--- src/sv/assert_macros.svh ---
// Assertion helpers shared by the RTL.
`ifndef ASSERT_MACROS_SVH
`define ASSERT_MACROS_SVH
`ifndef SYNTHESIS
`define CHK_IMPL(label, clk, rst_n, ante, cons) \
    label: assert property (@(posedge clk) disable iff (!rst_n) (ante) |-> (cons)) \
        else $error("check failed");
`define CHK_NEXT(label, clk, rst_n, ante, cons) \
    label: assert property (@(posedge clk) disable iff (!rst_n) (ante) |=> (cons)) \
        else $error("check failed");
`else
`define CHK_IMPL(label, clk, rst_n, ante, cons)
`define CHK_NEXT(label, clk, rst_n, ante, cons)
`endif
`endif

--- src/sv/nfd_pkg.sv ---
`timescale 1ns / 1ps
package nfd_pkg;
    localparam int TableEntries = 64;
    localparam int SlotW = $clog2(TableEntries);

    typedef enum logic [1:0] {CMD_BYTE = 2'd0, CMD_REG = 2'd1, CMD_DEL = 2'd2,
                              CMD_NOP = 2'd3} cmd_t;
    typedef enum logic [2:0] {K_PAYLOAD = 3'd0, K_EMPTY = 3'd1, K_DONE = 3'd2,
                              K_MISMATCH = 3'd3, K_MALFORMED = 3'd4, K_OK = 3'd5,
                              K_FULL = 3'd6, K_NOTFOUND = 3'd7} kind_t;
    typedef enum logic [3:0] {PH_COUNT = 4'd0, PH_LEN = 4'd1, PH_NSTAMPS = 4'd2,
                              PH_TIME = 4'd3, PH_NSAMPLES = 4'd4, PH_HANDLE = 4'd5,
                              PH_SIZE = 4'd6, PH_PAYLOAD = 4'd7, PH_SKIP = 4'd8}
                              phase_t;

    // Handle lookup result handed from the table to the parser.
    typedef struct packed {
        logic             hit;
        logic [SlotW-1:0] slot;
        logic             free_ok;
        logic [SlotW-1:0] free_slot;
    } look_t;
endpackage

--- src/sv/nfd_ram.sv ---
`timescale 1ns / 1ps
module nfd_ram #(
    parameter int Width = 32,
    parameter int Depth = 64
) (
    input  logic                     clk,
    input  logic                     we,
    input  logic [$clog2(Depth)-1:0] waddr,
    input  logic [Width-1:0]         wdata,
    input  logic [$clog2(Depth)-1:0] raddr,
    output logic [Width-1:0]         rdata
);
    logic [Width-1:0] mem [Depth];

    always_ff @(posedge clk)
    begin
        if (we)
        begin
            mem[waddr] <= wdata;
        end
        rdata <= mem[raddr];
    end
endmodule

--- src/sv/nfd_table.sv ---
`timescale 1ns / 1ps
// Handle table: valid bits and handles in flops for the parallel compare,
// sizes in a RAM whose registered read data follows in the cycle after the lookup.
module nfd_table (
    input  logic                     clk,
    input  logic                     rst_n,
    input  logic [31:0]              look_handle,
    output nfd_pkg::look_t           look,
    input  logic                     wr_en,
    input  logic [nfd_pkg::SlotW-1:0] wr_slot,
    input  logic [31:0]              wr_handle,
    input  logic [31:0]              wr_size,
    input  logic                     del_en,
    input  logic [nfd_pkg::SlotW-1:0] del_slot,
    input  logic [nfd_pkg::SlotW-1:0] size_raddr,
    output logic [31:0]              size_rdata
);
    import nfd_pkg::*;

    logic [TableEntries-1:0] valid_reg;
    logic [31:0]             handle_reg [TableEntries];

    always_comb
    begin
        look = '0;
        for (int i = TableEntries - 1; i >= 0; i--)
        begin
            if (valid_reg[i] && handle_reg[i] == look_handle)
            begin
                look.hit  = 1'b1;
                look.slot = SlotW'(i);
            end
            if (!valid_reg[i])
            begin
                look.free_ok   = 1'b1;
                look.free_slot = SlotW'(i);
            end
        end
    end

    always_ff @(posedge clk or negedge rst_n)
    begin
        if (!rst_n)
        begin
            valid_reg <= '0;
        end
        else
        begin
            if (wr_en)
            begin
                valid_reg[wr_slot] <= 1'b1;
            end
            if (del_en)
            begin
                valid_reg[del_slot] <= 1'b0;
            end
        end
    end

    always_ff @(posedge clk)
    begin
        if (wr_en)
        begin
            handle_reg[wr_slot] <= wr_handle;
        end
    end

    nfd_ram #(.Width(32), .Depth(TableEntries)) u_size (
        .clk  (clk),
        .we   (wr_en),
        .waddr(wr_slot),
        .wdata(wr_size),
        .raddr(size_raddr),
        .rdata(size_rdata)
    );

`include "assert_macros.svh"
    `CHK_NEXT(a_wr_sets, clk, rst_n, wr_en, valid_reg[$past(wr_slot)])
    `CHK_IMPL(a_no_both, clk, rst_n, wr_en && del_en, 1'b0)
    `CHK_IMPL(a_hit_valid, clk, rst_n, look.hit, valid_reg[look.slot])
endmodule
--- config.mk ---
export PLATFORM = sky130hd
export DESIGN_NAME = nfd_table
export DESIGN_NICKNAME = d
export VERILOG_FILES = /design/src/sv/nfd_pkg.sv /design/src/sv/nfd_ram.sv /design/src/sv/nfd_table.sv
export VERILOG_INCLUDE_DIRS = /design/src /design/src/sv
export SDC_FILE = /design/constraint.sdc
export NUM_CORES = 2
export LEC_CHECK = 0
export BUFFER_PORTS_ARGS = -buffer_cell sky130_fd_sc_hd__clkbuf_2
export CAP_MARGIN = 10
export CORE_MARGIN = 2
export CORE_UTILIZATION = 35
export CTS_CLUSTER_DIAMETER = 200
export DETAILED_ROUTE_END_ITERATION = 7
export GPL_TIMING_DRIVEN = 0
export PLACE_DENSITY = 0.58
export SLEW_MARGIN = 20
export SYNTH_ARGS = -nofsm -noshare
export SYNTH_HDL_FRONTEND = slang
export SYNTH_SLANG_ARGS = --single-unit
--- constraint.sdc ---
create_clock -name clk -period 5.6 [get_ports clk]
set_clock_uncertainty 0.1 [all_clocks]
set_input_delay 1.12 -clock clk [delete_from_list [all_inputs] [get_ports clk]]
set_output_delay 1.12 -clock clk [all_outputs]
set_load 0.05 [all_outputs]
==> results.json <==
{
  "crit_required_ns": 4.38,
  "fill_cells": 41300,
  "port_buffers": 121,
  "final_cell_mix": "edfxtp_1 (4096), xnor2_1 (1652), mux4_2 (663)",
  "cts.sinks": 4192,
  "dieArea_um2": 485000,
  "synth-edff-count": 4096,
  "end_kind": "primary output",
  "cp-start-kind": "input pin",
  "rsz0062_at_grt": "yes",
  "drt-total-wl_um": 601000,
  "synthDistinctLibCells": 64,
  "grt_first_pass_wirelength_um": 794000,
  "grt_pass1_vias": 89100,
  "clockBufferDepth": 4,
  "power_leakage_nw": 62.2,
  "dpl_cell_area_um2": 184000,
  "fp.dieW_um": 696,
  "antenna_found_initial": 69,
  "coreArea_um2": 478000,
  "stdcell_area_um2": 201000,
  "layout.nets": 9636,
  "drive_gt1_share_pct": 23.2,
  "ff_latch_area_um2": 125000,
  "tightest_slew_ns": 1.18,
  "placementRows": 254,
  "die_y_um": 696,
  "htreeDepth": 5,
  "hp-class": "in -> reg",
  "setup_viol_count_final": 7,
  "hold_viol": 0,
  "ys_seq_elements": 4192,
  "cts-root-buf": "clkbuf_16",
  "syn_to_final_growth_pct": 20.0,
  "grt_max_degree": 65,
  "mostFrequentLayoutCell": "edfxtp_1",
  "cts_tree": "yes",
  "yosysSeqAreaShare_pct": 74.6,
  "synth.avg_cell_area_um2": 19.6,
  "synth-async-reset-ratio_pct": 1.53,
  "tns_ns": -2.52,
  "violations": "DRC, setup timing",
  "dpl.hpwl_um": 386000,
  "fin_crit_sh_pct": 110,
  "wl_per_cell_um": 36.9,
  "finalCriticalPeriod_ns": 6.18,
  "crit_type": "in -> out",
  "overflow": 0,
  "yosysWarnings": 0,
  "drc": 1,
  "clk_pin_slew_ns": 0.06,
  "synthesis.nets": 8668,
  "syn_area_um2": 168000,
  "max_freq_ghz": 0.162,
  "gp_congestion": 0.952,
  "syn_inst": 8550,
  "slew_headroom_pct": 21.2,
  "ioPinCount": 164,
  "worst-path-max-fanout": 10,
  "fin_ws_ns": -0.582,
  "arrival_ns": 4.96,
  "num_vias": 93500,
  "cts_buffers": 414,
  "viasPerCell": 5.75,
  "drv_slew": 0,
  "firstDrtPassIters": 8,
  "clk_latency_ns": 0.99,
  "outcome": "finished, violations left",
  "multi_input_area_um2": 41700,
  "peakVddDrop_mv": 0.290,
  "grt_usage_pct": 24.2,
  "power_density_nw_per_um2": 333,
  "initial_core_util_pct": 35.1,
  "ys.flop_type": "edfxtp_1",
  "drtIter0Drc": 17500,
  "max_cap_violations": 0,
  "drt.antenna.violating_nets": 0
}
worst max-delay path: stages:
cell,delay [ns]
buf_12,0.15
buf_16,0.17
buf_4,0.19
xor2_1,0.18
nor4_2,0.62
and3_1,0.34
nand3_2,0.25
nand2b_1,0.24
a21boi_0,0.20
o21ai_0,0.11
a31oi_1,0.31
a211oi_2,0.09
a221oi_4,0.41
o31a_1,0.31
clkbuf_8,0.24
cell type report:
type                            count  share of cell area [%]
Antenna cell                       20                  0.0249
Clock inverter                    223                   0.872
Clock buffer                      528                    5.49
Multi-Input combinational cell   3935                    20.7
Inverter                           35                  0.0659
Tap cell                         6400                    3.98
Timing Repair Buffer              553                    4.59
Sequential cell                  4192                    62.2
Buffer                            387                    2.02
report_power, final:
| part | leakage, nW | internal, mW | switching (mW) |
|---|---|---|---|
| Clock | 6.27 | 14.9 | 12.1 |
| Combinational | 18.0 | 1.69 | 3.21 |
| Sequential | 37.9 | 34.8 | 0.314 |
Yosys cell counts (8+ instances only):
cell type / n / area share (%)
edfxtp_1: 4096 / 73
xnor2_1: 1662 / 8.7
mux4_2: 663 / 8.9
nand4_1: 437 / 1.6
xor2_1: 376 / 2.0
nor4_1: 150 / 0.56
nor2_1: 127 / 0.28
clkbuf_1: 108 / 0.24
buf_2: 102 / 0.30
nand3_1: 98 / 0.29
nand2_1: 78 / 0.17
buf_4: 70 / 0.31
dfrtp_1: 64 / 0.95
buf_6: 61 / 0.41
a21oi_1: 49 / 0.15
buf_1: 47 / 0.11
or4_1: 39 / 0.17
o21ai_0: 35 / 0.10
inv_1: 34 / 0.076
nor3_1: 34 / 0.10
dfxtp_1: 32 / 0.38
o22a_1: 31 / 0.16
a31oi_1: 13 / 0.048
nor2b_1: 11 / 0.041
and3_1: 10 / 0.037
mux2_2: 9 / 0.060
mux2i_1: 9 / 0.054
nand3b_1: 8 / 0.036
o211ai_1: 8 / 0.036
metrics by stage:
stage               utilization (%)  cells  worst slack, ns  hold slack [ns]  power (mW)
finish                         42.1  16300           -0.582            0.383        67.0
global route                   42.1  16300           -0.512            0.372        68.4
CTS                            42.0  16200           -0.430            0.334        67.1
detailed placement             38.6  15400            -2.06            0.436        40.3
global placement               36.9  15100            -4.49            0.425        40.1
floorplan                         -   8550           0.0391            0.398        37.8
cell families after synthesis:
| kind of cell | after synthesis | synth area share, % |
|---|---|---|
| and+or+nand+nor | 1029 | 3.50 |
| DFF | 4192 | 74.6 |
| AOI/OAI and AO/OA | 185 | 0.743 |
| buffers and inverters | 423 | 1.45 |
| xor gates and xnor gates | 2040 | 10.7 |
| muxes | 681 | 9.01 |
what timing repair did:
item	4_1_cts	5_1_grt
setup buffers	99	27
gates cloned	2	0
endpoints found under the setup margin	7	7
resized for setup	550	61
hold buffers	1	0
endpoints found under the hold margin	11	0
pin swaps	95	28
worst paths after layout:
path	slack [ns]	startpoint	cells after the start	endpoint
max	-0.58	look_handle[14]	15	look[7]
min	0.38	del_slot[2]	2	valid_reg[59]$_DFF_PN0_
max in group asynchronous	4.31	rst_n	3	valid_reg[36]$_DFF_PN0_
min reg2reg	0.46	valid_reg[62]$_DFF_PN0_	1	valid_reg[62]$_DFF_PN0_
min in group asynchronous	0.53	rst_n	2	valid_reg[1]$_DFF_PN0_
max reg2reg	3.13	u_size.mem[27][16]$_DFFE_PP_	4	u_size.rdata[16]$_DFF_P_
layer usage:
metal	global-route usage [%]	wire [um]	up-vias
met5	0	103	-
met2	38.4	277000	6837
met4	10.6	31900	14
met3	4.90	71600	1291
li1	-	-	35700
met1	32.4	220000	49700
Power figures use the tool's default switching activity.
